[src/rtl/alu16_pkg.sv]
package alu16_pkg;

  // Operand, flag, command and step-counter widths.
  localparam int DATA_W = 16;
  localparam int FLAG_W = 4;
  localparam int CMD_W  = 6;
  localparam int CNT_W  = $clog2(DATA_W + 1);

  // Flag bit positions inside the status word.
  localparam int FLG_Z = 0;
  localparam int FLG_C = 1;
  localparam int FLG_N = 2;
  localparam int FLG_V = 3;

  // Operation codes.
  typedef enum logic [CMD_W-1:0] {
    OP_ADD   = 6'd0,  OP_SUB   = 6'd1,  OP_MULT  = 6'd2,  OP_DIV   = 6'd3,
    OP_MOD   = 6'd4,  OP_AND   = 6'd5,  OP_OR    = 6'd6,  OP_XOR   = 6'd7,
    OP_NOT   = 6'd8,  OP_NAND  = 6'd9,  OP_NOR   = 6'd10, OP_NEG   = 6'd11,
    OP_LSH   = 6'd12, OP_RSH   = 6'd13, OP_ROL   = 6'd14, OP_ROR   = 6'd15,
    OP_EQ    = 6'd16, OP_NE    = 6'd17, OP_LT    = 6'd18, OP_LE    = 6'd19,
    OP_GT    = 6'd20, OP_GE    = 6'd21, OP_ULT   = 6'd22, OP_ULE   = 6'd23,
    OP_UGT   = 6'd24, OP_UGE   = 6'd25, OP_SETZ  = 6'd26, OP_CLRZ  = 6'd27,
    OP_SETC  = 6'd28, OP_CLRC  = 6'd29, OP_SETN  = 6'd30, OP_CLRN  = 6'd31,
    OP_COMP  = 6'd32, OP_MULTS = 6'd33, OP_DIVS  = 6'd34, OP_MODS  = 6'd35,
    OP_TZ    = 6'd36, OP_TNZ   = 6'd37, OP_TN    = 6'd38, OP_TNN   = 6'd39,
    OP_TPOS  = 6'd40, OP_TNPOS = 6'd41
  } op_t;

  // Sequencer states.
  typedef enum logic [1:0] {
    ST_IDLE,
    ST_DIV,
    ST_CALC
  } st_t;

  // Status of the shared divider.
  typedef struct packed {
    logic busy;
    logic done;
  } div_stat_t;

  // True for the operations that go through the divider.
  function automatic logic is_div_op(input logic [CMD_W-1:0] cmd);
    return (cmd == OP_DIV) || (cmd == OP_MOD) || (cmd == OP_DIVS) || (cmd == OP_MODS);
  endfunction

  // True for the signed divide and modulo.
  function automatic logic is_sdiv_op(input logic [CMD_W-1:0] cmd);
    return (cmd == OP_DIVS) || (cmd == OP_MODS);
  endfunction

endpackage

[src/rtl/alu16_with_flags_and_conditions_unit.sv]
// 16-bit execute unit with zero, carry, negative and overflow flags.
// Input channel: in_valid/in_stall with in_cmd, in_operand_a and in_operand_b.
// A transfer takes place at a rising edge with in_valid high and in_stall low.
// Result channel: out_valid/out_stall with the result word, its write-enable,
// the condition bit, the flags after the operation and the bad-code bit.
// Exactly one result leaves for every accepted item, in order.
// Every operation passes from the operand registers through the CALC state into
// the output register; divide and modulo first wait in the DIV state for the
// shared restoring divider, which retires one quotient bit per cycle. in_stall
// is high from the input transfer until the result is loaded into the output
// register, so one item is in flight: a new item is taken only after the
// previous one has been loaded into the output register.
// The output register holds its result while out_stall is high; the next item
// may be accepted meanwhile and waits in the unit until the register frees.
// Reset clears the flags to zero, empties the output register and returns the
// sequencer to idle.
module alu16_with_flags_and_conditions_unit (
  input  logic                          clk,
  input  logic                          rst_n,
  input  logic                          in_valid,
  output logic                          in_stall,
  input  logic [alu16_pkg::CMD_W-1:0]   in_cmd,
  input  logic [alu16_pkg::DATA_W-1:0]  in_operand_a,
  input  logic [alu16_pkg::DATA_W-1:0]  in_operand_b,
  output logic                          out_valid,
  input  logic                          out_stall,
  output logic [alu16_pkg::DATA_W-1:0]  out_result,
  output logic                          out_result_valid,
  output logic                          out_condition_true,
  output logic [alu16_pkg::FLAG_W-1:0]  out_flags_out,
  output logic                          out_bad_code
);
  import alu16_pkg::*;

  st_t               state_r, state_nxt;
  logic [CMD_W-1:0]  cmd_r;
  logic [DATA_W-1:0] a_r;
  logic [DATA_W-1:0] b_r;
  logic [FLAG_W-1:0] flags_r, flags_nxt;

  logic              out_valid_r;
  logic [DATA_W-1:0] res_r, res_nxt;
  logic              wen_r, wen_nxt;
  logic              cond_r, cond_nxt;
  logic              bad_r, bad_nxt;

  logic              accept;
  logic              load;
  logic              slot_free;
  logic              div_start;
  logic [DATA_W-1:0] bd_in;
  logic [DATA_W-1:0] div_a, div_b;
  logic [DATA_W-1:0] div_q, div_rem;
  div_stat_t         div_stat;

  logic [DATA_W:0]     sum;
  logic [DATA_W:0]     diff;
  logic [2*DATA_W-1:0] prod;
  logic [2*DATA_W-1:0] rol_w;
  logic [2*DATA_W-1:0] ror_w;
  logic                big_shift;
  logic                sub_v;
  logic                add_v;
  logic                neg_q;
  logic                neg_r;

  // Handshake and sequencer control.
  always_comb begin
    state_nxt = state_r;
    slot_free = !out_valid_r || !out_stall;
    in_stall  = (state_r != ST_IDLE);
    accept    = in_valid && !in_stall;
    load      = 1'b0;
    unique case (state_r)
      ST_IDLE: begin
        if (in_valid) begin
          state_nxt = is_div_op(in_cmd) ? ST_DIV : ST_CALC;
        end
      end
      ST_DIV: begin
        if (div_stat.done) begin
          state_nxt = ST_CALC;
        end
      end
      ST_CALC: begin
        if (slot_free) begin
          load      = 1'b1;
          state_nxt = ST_IDLE;
        end
      end
      default: begin
        state_nxt = ST_IDLE;
      end
    endcase
  end

  always_ff @(posedge clk) begin
    if (!rst_n) begin
      state_r <= ST_IDLE;
    end else begin
      state_r <= state_nxt;
    end
  end

  // Operand capture on an input transfer.
  always_ff @(posedge clk) begin
    if (accept) begin
      cmd_r <= in_cmd;
      a_r   <= in_operand_a;
      b_r   <= in_operand_b;
    end
  end

  // Divider operands: zero divisor counts as one, signed ops use magnitudes.
  always_comb begin
    bd_in     = (in_operand_b == '0) ? DATA_W'(1) : in_operand_b;
    div_a     = in_operand_a;
    div_b     = bd_in;
    if (is_sdiv_op(in_cmd)) begin
      if (in_operand_a[DATA_W-1]) begin
        div_a = '0 - in_operand_a;
      end
      if (bd_in[DATA_W-1]) begin
        div_b = '0 - bd_in;
      end
    end
    div_start = accept && is_div_op(in_cmd);
  end

  alu16_div u_div (
    .clk       (clk),
    .rst_n     (rst_n),
    .start     (div_start),
    .dividend  (div_a),
    .divisor   (div_b),
    .quotient  (div_q),
    .remainder (div_rem),
    .stat      (div_stat)
  );

  // Shared arithmetic and sign terms used in the CALC state.
  always_comb begin
    sum       = {1'b0, a_r} + {1'b0, b_r};
    diff      = {1'b0, a_r} - {1'b0, b_r};
    prod      = a_r * b_r;
    rol_w     = {a_r, a_r} << b_r[3:0];
    ror_w     = {a_r, a_r} >> b_r[3:0];
    big_shift = (b_r[DATA_W-1:4] != '0);
    add_v     = (a_r[DATA_W-1] == b_r[DATA_W-1]) && (a_r[DATA_W-1] != sum[DATA_W-1]);
    sub_v     = (a_r[DATA_W-1] != b_r[DATA_W-1]) && (a_r[DATA_W-1] != diff[DATA_W-1]);
    // Signed quotient is negated when the operand signs differ; the divisor
    // sign is that of the raw operand, since zero becomes plus one.
    neg_q     = a_r[DATA_W-1] != b_r[DATA_W-1];
    neg_r     = a_r[DATA_W-1];
  end

  // Result, condition and flag update for the operation in progress.
  always_comb begin
    res_nxt   = '0;
    wen_nxt   = 1'b0;
    cond_nxt  = 1'b0;
    bad_nxt   = 1'b0;
    flags_nxt = flags_r;
    unique case (op_t'(cmd_r))
      OP_ADD: begin
        res_nxt = sum[DATA_W-1:0];
        wen_nxt = 1'b1;
        flags_nxt[FLG_C] = sum[DATA_W];
        flags_nxt[FLG_Z] = (sum[DATA_W-1:0] == '0);
        flags_nxt[FLG_N] = sum[DATA_W-1];
        flags_nxt[FLG_V] = add_v;
      end
      OP_SUB, OP_COMP: begin
        res_nxt = (op_t'(cmd_r) == OP_SUB) ? diff[DATA_W-1:0] : '0;
        wen_nxt = (op_t'(cmd_r) == OP_SUB);
        flags_nxt[FLG_C] = diff[DATA_W];
        flags_nxt[FLG_Z] = (diff[DATA_W-1:0] == '0);
        flags_nxt[FLG_N] = diff[DATA_W-1];
        flags_nxt[FLG_V] = sub_v;
      end
      OP_MULT, OP_MULTS: begin
        res_nxt = prod[DATA_W-1:0];
        wen_nxt = 1'b1;
      end
      OP_DIV: begin
        res_nxt = div_q;
        wen_nxt = 1'b1;
      end
      OP_MOD: begin
        res_nxt = div_rem;
        wen_nxt = 1'b1;
      end
      OP_DIVS: begin
        res_nxt = neg_q ? ('0 - div_q) : div_q;
        wen_nxt = 1'b1;
      end
      OP_MODS: begin
        res_nxt = neg_r ? ('0 - div_rem) : div_rem;
        wen_nxt = 1'b1;
      end
      OP_AND: begin
        res_nxt = a_r & b_r;
        wen_nxt = 1'b1;
      end
      OP_OR: begin
        res_nxt = a_r | b_r;
        wen_nxt = 1'b1;
      end
      OP_XOR: begin
        res_nxt = a_r ^ b_r;
        wen_nxt = 1'b1;
      end
      OP_NOT: begin
        res_nxt = ~a_r;
        wen_nxt = 1'b1;
      end
      OP_NAND: begin
        res_nxt = ~(a_r & b_r);
        wen_nxt = 1'b1;
      end
      OP_NOR: begin
        res_nxt = ~(a_r | b_r);
        wen_nxt = 1'b1;
      end
      OP_NEG: begin
        res_nxt = '0 - a_r;
        wen_nxt = 1'b1;
      end
      OP_LSH: begin
        res_nxt = big_shift ? '0 : (a_r << b_r[3:0]);
        wen_nxt = 1'b1;
      end
      OP_RSH: begin
        res_nxt = big_shift ? '0 : (a_r >> b_r[3:0]);
        wen_nxt = 1'b1;
      end
      OP_ROL: begin
        res_nxt = rol_w[2*DATA_W-1:DATA_W];
        wen_nxt = 1'b1;
      end
      OP_ROR: begin
        res_nxt = ror_w[DATA_W-1:0];
        wen_nxt = 1'b1;
      end
      OP_EQ:    cond_nxt = (a_r == b_r);
      OP_NE:    cond_nxt = (a_r != b_r);
      OP_LT:    cond_nxt = ($signed(a_r) < $signed(b_r));
      OP_LE:    cond_nxt = ($signed(a_r) <= $signed(b_r));
      OP_GT:    cond_nxt = ($signed(a_r) > $signed(b_r));
      OP_GE:    cond_nxt = ($signed(a_r) >= $signed(b_r));
      OP_ULT:   cond_nxt = (a_r < b_r);
      OP_ULE:   cond_nxt = (a_r <= b_r);
      OP_UGT:   cond_nxt = (a_r > b_r);
      OP_UGE:   cond_nxt = (a_r >= b_r);
      OP_SETZ:  flags_nxt[FLG_Z] = 1'b1;
      OP_CLRZ:  flags_nxt[FLG_Z] = 1'b0;
      OP_SETC:  flags_nxt[FLG_C] = 1'b1;
      OP_CLRC:  flags_nxt[FLG_C] = 1'b0;
      OP_SETN:  flags_nxt[FLG_N] = 1'b1;
      OP_CLRN:  flags_nxt[FLG_N] = 1'b0;
      OP_TZ:    cond_nxt = flags_r[FLG_Z];
      OP_TNZ:   cond_nxt = !flags_r[FLG_Z];
      OP_TN:    cond_nxt = flags_r[FLG_N];
      OP_TNN:   cond_nxt = !flags_r[FLG_N];
      OP_TPOS:  cond_nxt = !flags_r[FLG_N] && !flags_r[FLG_Z];
      OP_TNPOS: cond_nxt = flags_r[FLG_N] || flags_r[FLG_Z];
      default:  bad_nxt = 1'b1;
    endcase
  end

  // Status flags and output register valid.
  always_ff @(posedge clk) begin
    if (!rst_n) begin
      flags_r     <= '0;
      out_valid_r <= 1'b0;
    end else begin
      if (load) begin
        flags_r     <= flags_nxt;
        out_valid_r <= 1'b1;
      end else if (!out_stall) begin
        out_valid_r <= 1'b0;
      end
    end
  end

  // Output payload register.
  always_ff @(posedge clk) begin
    if (load) begin
      res_r  <= res_nxt;
      wen_r  <= wen_nxt;
      cond_r <= cond_nxt;
      bad_r  <= bad_nxt;
    end
  end

  assign out_valid          = out_valid_r;
  assign out_result         = res_r;
  assign out_result_valid   = wen_r;
  assign out_condition_true = cond_r;
  assign out_flags_out      = flags_r;
  assign out_bad_code       = bad_r;

  // An input transfer never lands while the divider is still working.
  assert property (@(posedge clk) disable iff (!rst_n)
    (in_valid && !in_stall) |-> !div_stat.busy)
    else $error("input transfer while divider busy");

  // The divider completes only while the sequencer waits for it.
  assert property (@(posedge clk) disable iff (!rst_n)
    div_stat.done |-> (state_r == ST_DIV))
    else $error("divider completion outside divide state");

  // Flags move only when a result is loaded into the output register.
  assert property (@(posedge clk) disable iff (!rst_n)
    !load |=> $stable(flags_r))
    else $error("flags changed without a result load");

  // An undefined code produces no write-back and no condition.
  assert property (@(posedge clk) disable iff (!rst_n)
    (out_valid_r && bad_r) |-> (!wen_r && !cond_r && (res_r == '0)))
    else $error("bad code with nonzero result fields");

endmodule

[src/rtl/alu16_div.sv]
module alu16_div (
  input  logic                          clk,
  input  logic                          rst_n,
  input  logic                          start,
  input  logic [alu16_pkg::DATA_W-1:0]  dividend,
  input  logic [alu16_pkg::DATA_W-1:0]  divisor,
  output logic [alu16_pkg::DATA_W-1:0]  quotient,
  output logic [alu16_pkg::DATA_W-1:0]  remainder,
  output alu16_pkg::div_stat_t          stat
);
  import alu16_pkg::*;

  logic [CNT_W-1:0]  cnt_r;
  logic              done_r;
  logic [DATA_W-1:0] rem_r;
  logic [DATA_W-1:0] quo_r;
  logic [DATA_W-1:0] dsr_r;
  logic [DATA_W:0]   shifted;
  logic [DATA_W:0]   trial;
  logic              fits;
  logic              busy;

  // One restoring step: shift in the next dividend bit and try to subtract.
  always_comb begin
    busy    = (cnt_r != '0);
    shifted = {rem_r, quo_r[DATA_W-1]};
    trial   = shifted - {1'b0, dsr_r};
    fits    = !trial[DATA_W];
  end

  // Step counter and completion pulse.
  always_ff @(posedge clk) begin
    if (!rst_n) begin
      cnt_r  <= '0;
      done_r <= 1'b0;
    end else begin
      done_r <= 1'b0;
      if (start) begin
        cnt_r <= CNT_W'(DATA_W);
      end else if (busy) begin
        cnt_r <= cnt_r - 1'b1;
        if (cnt_r == CNT_W'(1)) begin
          done_r <= 1'b1;
        end
      end
    end
  end

  // Partial remainder and quotient shift register.
  always_ff @(posedge clk) begin
    if (start) begin
      rem_r <= '0;
      quo_r <= dividend;
      dsr_r <= divisor;
    end else if (busy) begin
      rem_r <= fits ? trial[DATA_W-1:0] : shifted[DATA_W-1:0];
      quo_r <= {quo_r[DATA_W-2:0], fits};
    end
  end

  assign quotient   = quo_r;
  assign remainder  = rem_r;
  assign stat.busy  = busy;
  assign stat.done  = done_r;

endmodule
[config.mk]
export PLATFORM = sky130hd
export DESIGN_NAME = alu16_with_flags_and_conditions_unit
export DESIGN_NICKNAME = d
export VERILOG_FILES = /design/src/rtl/alu16_pkg.sv /design/src/rtl/alu16_with_flags_and_conditions_unit.sv /design/src/rtl/alu16_div.sv
export SDC_FILE = /design/constraint.sdc
export NUM_CORES = 1
export LEC_CHECK = 0
export ABC_CLOCK_PERIOD_IN_PS = 6600
export BUFFER_PORTS_ARGS = -buffer_cell sky130_fd_sc_hd__buf_2
export CAP_MARGIN = 20
export CORE_MARGIN = 3
export CORE_UTILIZATION = 45
export DETAILED_ROUTE_END_ITERATION = 7
export HOLD_SLACK_MARGIN = 0.08
export PLACE_DENSITY_LB_ADDON = 0.25
export SYNTH_ARGS = -nofsm -noshare
export SYNTH_HDL_FRONTEND = slang
export SYNTH_SLANG_ARGS = --single-unit
[constraint.sdc]
create_clock -name clk -period 6.6 [get_ports clk]
set_input_delay 0.99 -clock clk [delete_from_list [all_inputs] [get_ports clk]]
set_output_delay 0.99 -clock clk [all_outputs]
set_load 0.02 [all_outputs]
==> Yosys cells after proc, flatten, opt, wreduce, memory -nomap -nowiden <==
Index checks and enable logic that the tools add are counted.
{ "classes": {"n_mux": 33, "n_lt_le_gt_ge": 8, "shift": 4, "bitwise_logic": 8, "n_mul": 1, "eq_ne": 58, "n_addsub": 9, "n_reduce_logical": 41} }
{ "ops": {"columns": ["cell", "count"], "rows": [
  ["$pmux W16 S18", 1],
  ["$mux W16", 13],
  ["$eq A6 B5 Y1 const B", 16],
  ["$sub A1 B16 Y16 const A", 5],
  ["$eq A6 B6 Y1 const B", 12],
  ["$eq A6 B4 Y1 const B", 8],
  ["$logic_not A16 Y1", 3],
  ["$not A16 Y16", 3],
  ["$reduce_or A42 Y1", 1],
  ["$ge A16 B16 Y1", 2],
  ["$gt A16 B16 Y1", 2],
  ["$le A16 B16 Y1", 2],
  ["$lt A16 B16 Y1", 2],
  ["$shl A32 B4 Y32", 1],
  ["$shr A32 B4 Y16", 1],
  ["$eq A6 B3 Y1 const B", 5],
  ["$eq A6 B2 Y1 const B", 3],
  ["$reduce_or A18 Y1", 1],
  ["$add A16 B16 Y17", 1],
  ["$sub A16 B16 Y17", 1],
  ["$sub A17 B16 Y17", 1],
  ["$and A16 B16 Y16", 1],
  ["$eq A16 B16 Y1", 1],
  ["$mul A16 B16 Y16", 1],
  ["35 further kinds", 75]
]} }
{ "totals": {"output_inout_bits": 25, "reg_bits": 118, "input_bits": 42, "word_cells": 181} }

==> Logic depth before layout (Yosys ltp) <==
{ "logic_depth": {"word_depth": 7, "ltp_mapped": 26, "depth_no_buf": 22} }

==> Modules after synthesis <==
From an unflattened synthesis, not the netlist that was laid out.
{ "unflattened": {"hier_cells": 2039, "area_unflattened_um2": 16595.9} }
{ "modules_own_cells": {"columns": ["module", "cells_per_inst", "instances", "area_per_inst_um2", "seq_area_each_um2"], "rows": [
  ["alu16_with_flags_and_conditions_unit", 1721, 1, 13370.3, 1851.8],
  ["alu16_div", 318, 1, 3225.6, 1401.3]
]} }

==> Worst setup path after synthesis <==
OpenSTA, ideal clock, no wires.
{ "synth_timing": {"kind": "reg2reg", "startpoint": "reg b_r[3]", "endpoint": "reg res_r[13], in the netlist out_result[13] (data pin)", "arrival_time_ns": 6.078, "path_slack_ns": 0.253, "period_less_slack_ns": 6.347, "required_ns": 6.331, "path_stages_with_launch": 27, "setup_ns": 0.269, "n_path_buf": 4, "path_cell_list": "edfxtp_1 > clkbuf_1 > inv_1 > clkbuf_1 > clkbuf_1 > buf_1 > nor2_1 > fa_1 > inv_1 > fa_1 > inv_1 > ha_1 > inv_1 > fa_1 > inv_1 > fa_1 > inv_1 > fa_1 > inv_1 > ha_1 > or3_1 > o21ai_0 > a21oi_1 > a311oi_1 > xnor2_1 > a2111oi_0 > nand2_1"} }
{ "synth_via": {"elab_chain_cells": 3, "word_cells_on_any_way": 11, "cone_classes": "2 x add/sub; 1 x mul; 4 x shift; 4 x mux"} }
{ "synth_lines": {"columns": ["element", "line_no", "text"], "rows": [
  ["from (decl)", "alu16_with_flags_and_conditions_unit.sv:38", "logic [DATA_W-1:0] b_r;"],
  ["from (signal assigned)", "alu16_with_flags_and_conditions_unit.sv:110", "b_r <= in_operand_b;"],
  ["parallel branches: the longest is 2 deep, another holds $mul A16 B16 Y16", null, null],
  ["$pmux W16 S18 *", "alu16_with_flags_and_conditions_unit.sv:164", "unique case (op_t'(cmd_r))"],
  ["via res_nxt[13]", "alu16_with_flags_and_conditions_unit.sv:42", "logic [DATA_W-1:0] res_r, res_nxt;"],
  ["to (signal assigned)", "alu16_with_flags_and_conditions_unit.sv:289", "res_r <= res_nxt;"],
  ["to (decl)", "alu16_with_flags_and_conditions_unit.sv:42", null]
]} }
Mark *: on every way through the listed nets, which the timed path passes.
A chain may end at the register's enable or synchronous reset.

==> Worst setup path after layout <==
{ "layout_timing": {"startpoint": "reg b_r[2]", "endpoint": "reg res_r[7], in the netlist out_result[7] (data pin)"} }
Same word-level chain as after synthesis.

==> metrics.csv <==
stage;metric;value;unit
layout;synthesis-to-finish area growth;9.30;%
global_routing;vias in the first global route;15533;
floorplan;die span in y;196;um
worst_setup_path;CP startpoint;b_r[2];
timing;max-slew violation count;0;
route;drt first-iter violations;2004;
floorplan;Die ar.;38400;sq um
worst_hold_path;hold_sp;out_flags_out[3];
power;P_sw;0.00321;W
timing;Max Clk Rate;0.161;GHz
yosys;Mapped Area;16200;sq um
yosys;Synth cell types;85;
cts;clock net sink count;118;
worst_setup_path;R2R Setup Slk;400;ps
place;IO Port Bufs;66;
power;leakage power;7.45;nW
global_routing;global-route usage over all layers;35.6;%
cts;CTS Hold Buffers Added;0;
cts;latest clock arrival within the worst-skew pair;460;ps
timing;RSZ-0062 raised after global routing;no;
floorplan;Initial Util;46.3;%
worst_setup_path;FF-to-FF End;out_result[7];
worst_setup_path;Critical Path End;out_result[7];
timing;setup_tns;0;ps
route;final WL;69.0;mm
yosys;syn_area_per_cell;8.00;sq um
route;DRT Pass-1 Iters;8;
worst_setup_path;critical path's largest stage delay;640;ps
timing;Fin. Hold Viols;0;
timing;final clock skew;29.3;ps
cts;Post-CTS Setup Repair Bufs;0;
power;clock power share;15.6;%
yosys;sequential share of the synthesized area;20.0;%
route;antenna viol nets, final;0;
route;Post-route DRC;0;
worst_hold_path;min-delay worst type;flop to flop;
route;Vias/cell;6.39;
timing;fin crit share;94.0;%
cts;CTS Buf Count;17;
timing;final setup fails;0;
timing;Worst Tran Pin Value;1270;ps
timing;hold_ws;482;ps
floorplan;Core Box Area;35100;sq um
layout;share of cells above drive strength 1;10.4;%
worst_setup_path;Worst setup EP type;flop;
worst_setup_path;WS Path Type;flop to flop;
worst_setup_path;CP max-delay cell;a2111oi_0;
floorplan;# rows;68;
yosys;area share of the largest cell type after synthesis;16.5;%
timing;relative slew slack;14.9;%
yosys;cells taking the most area after synthesis;edfxtp_1 (16%), fa_1 (10%), ha_1 (9.6%);
yosys;Synth Net Count;2278;
route;via count;16147;
place;area post-placement;17100;sq um
layout;Layout Cells excl Fill;2527;
yosys;most frequent cells after synthesis;nor2_1 (248), nand2_1 (210), inv_1 (204);
layout;Final Instance Area;17700;sq um
worst_setup_path;R2R cell count;21;
timing;Tmin final;6200;ps
worst_setup_path;CP required;6760;ps
yosys;cell with the most instances after synthesis;nor2_1;
place;Inst Count DP;2493;
yosys;cells after synthesis;2030;
worst_setup_path;Crit Path Max Fanout;54;
place;DP Wirelength;54.9;mm
cts;CTS resizes;0;
cts;clk slew on worst S/H paths;60;ps
cts;Bufs on Longest Clock Path;2;
place;GPL Wtd Cong;1.08;
worst_setup_path;R2R Path Start;b_r[2];
yosys;Async SR Flop Fraction;0;%
yosys;Ys Warns;0;
yosys;cell taking the most area after synthesis;edfxtp_1;
floorplan;number of I/O pins;67;
power;combinational power share;63.9;%
global_routing;largest net degree at the start of global routing;56;
run_status;run status;finished, final reports clean;
yosys;Post-synth EDFFs;89;
power;Net Sw Frac;49.9;%
power;PD cells;363;nW/um^2
floorplan;die width;196;um
layout;fin nets;2305;
power;Overall Power;0.00643;W
yosys;most common flop cell mapped by yosys;edfxtp_1;
global_routing;global-route wire length before repair;102;mm
worst_setup_path;Top cell by count, worst path;ha_1;
worst_setup_path;Critical Path Start Type;flop;
power;Seq pwr share;20.6;%
job;max_cap viols;0;
power;Worst VDD drop;0.460;mV
cts;CTS tree;done;
worst_setup_path;Arrival @ worst endpoint;6370;ps
power;internal power;0.00323;W
global_routing;grt ovf;0;
cts;htree depth;4;
worst_setup_path;crit-path cells;buf_4 -> ha_1 -> inv_1 -> fa_1 -> inv_1 -> ha_1 -> ha_1 -> fa_1 -> ha_1 -> inv_1 -> fa_1 -> inv_1 -> ha_1 -> o21ai_0 -> a21boi_0 -> nor2_1 -> a21oi_1 -> o211ai_1 -> a2111oi_0 -> buf_4 -> o211ai_1;
yosys;Yosys reg bits;118;
global_routing;initial antenna violation count;2;
cts;clock root buffer;clkbuf_16;
route;WL/cell;27.3;um
## flip-flops by register name (all words and copies together), names as in the netlist
| signal | count |
|---|---|
| out_result | 16 |
| u_div.quotient | 16 |
| state_r | 2 |
| u_div.remainder | 16 |
| u_div.done_r | 1 |
| a_r | 16 |
| out_condition_true | 1 |
| out_valid | 1 |
| out_result_valid | 1 |
| out_bad_code | 1 |
| out_flags_out | 4 |
| u_div.dsr_r | 16 |
| b_r | 16 |
| cmd_r | 6 |
| u_div.cnt_r | 5 |
## stage by stage
| stage | util [%] | worst slack (ps) |
|---|---|---|
| global route | 50.6 | 154 |
| floorplan | - | 253 |
| finish | 50.6 | 399 |
| global placement | 48.8 | 637 |
| CTS | 50.6 | 579 |
| detailed placement | 48.8 | 584 |
## placed cells by master (no fill, tap or decap), types with 9 or more instances in the layout
cell / netlist / final
nor2b_1: 12 / 12
nand2b_1: 13 / 13
nor4_1: 24 / 24
o221ai_1: 15 / 15
buf_2: 15 / 66
nor2_1: 248 / 247
inv_1: 204 / 204
xor2_1: 50 / 50
a2111oi_0: 12 / 12
o21ai_0: 117 / 117
and2_1: 13 / 13
nand2_1: 210 / 210
nor3_1: 51 / 50
o2111ai_1: 10 / 10
o22ai_1: 25 / 25
a22oi_1: 14 / 14
o211ai_1: 11 / 11
a21oi_1: 135 / 135
nand3_1: 31 / 31
mux4_2: 24 / 24
ha_1: 124 / 124
or4_1: 12 / 12
fa_1: 82 / 82
edfxtp_1: 89 / 89
mux2i_1: 34 / 34
xnor2_1: 93 / 93
or3_1: 20 / 20
clkbuf_16: 0 / 17
buf_4: 0 / 54
dfxtp_1: 29 / 29
mux2_2: 9 / 9
a211oi_1: 21 / 21
a31oi_1: 14 / 14
o31ai_1: 16 / 16
a221oi_1: 10 / 10
## cells by family (layout without fill, tap and decap cells)
| group | Yosys count | in the layout | share of synthesized area [%] |
|---|---|---|---|
| AO/OA/AOI/OAI | 494 | 494 | 19.9 |
| XOR/XNOR | 143 | 143 | 7.72 |
| adder cells (fa/ha/maj) | 206 | 206 | 19.7 |
| buffers and inverters | 325 | 365 | 7.68 |
| flip-flops | 118 | 118 | 20.0 |
| multiplexers | 67 | 67 | 6.05 |
| other | 0 | 2 | 0 |
| AND/OR/NAND/NOR | 677 | 677 | 18.9 |
## worst min-delay path by stage
stage	end	slack (ps)	cells past startpoint
2_1_floorplan	state_r[0]	470	1
3_3_place_gp	out_flags_out[3]	460	2
3_5_place_dp	out_flags_out[3]	480	2
4_1_cts	out_flags_out[3]	490	2
5_1_grt	out_flags_out[3]	530	2
6_report	out_flags_out[3]	480	2
## power by group through the flow
stage               clock network [W]  logic (W)  registers, W
floorplan                           0    0.00289       0.00118
global placement                    0    0.00394       0.00132
detailed placement                  0    0.00402       0.00132
CTS                           0.00102    0.00405       0.00131
global route                  0.00105    0.00451       0.00134
finish                        0.00100    0.00411       0.00132
## layout make-up
cell class                 count  area, sq um
tap                          455          569
antenna                        2         5.00
timing repair buffer         122          759
fill                        3519        17300
inverter                     211          792
clock inverter                14          188
sequential                   118         3250
clock buffer                  18          429
multi-input combinational   1587        11700
## worst max-delay path: cells and delay by family (launching register included)
family	cells	cell delay [ps]
adders and majority gates	8	2810
AOI/OAI and AO/OA	6	1470
buffers and inverters	6	1070
DFF	1	350
and+or+nand+nor	1	190
## layer usage
layer	part of all wire (%)	wire length, um	vias to the layer above	track usage, %
li1	-	-	7222	-
met1	40	27900	7774	48.3
met2	43	29900	979	54.2
met3	10	6930	170	7.06
met4	6.1	4230	2	18.1
met5	0.019	13	-	0
Power figures use the tool's default switching activity.
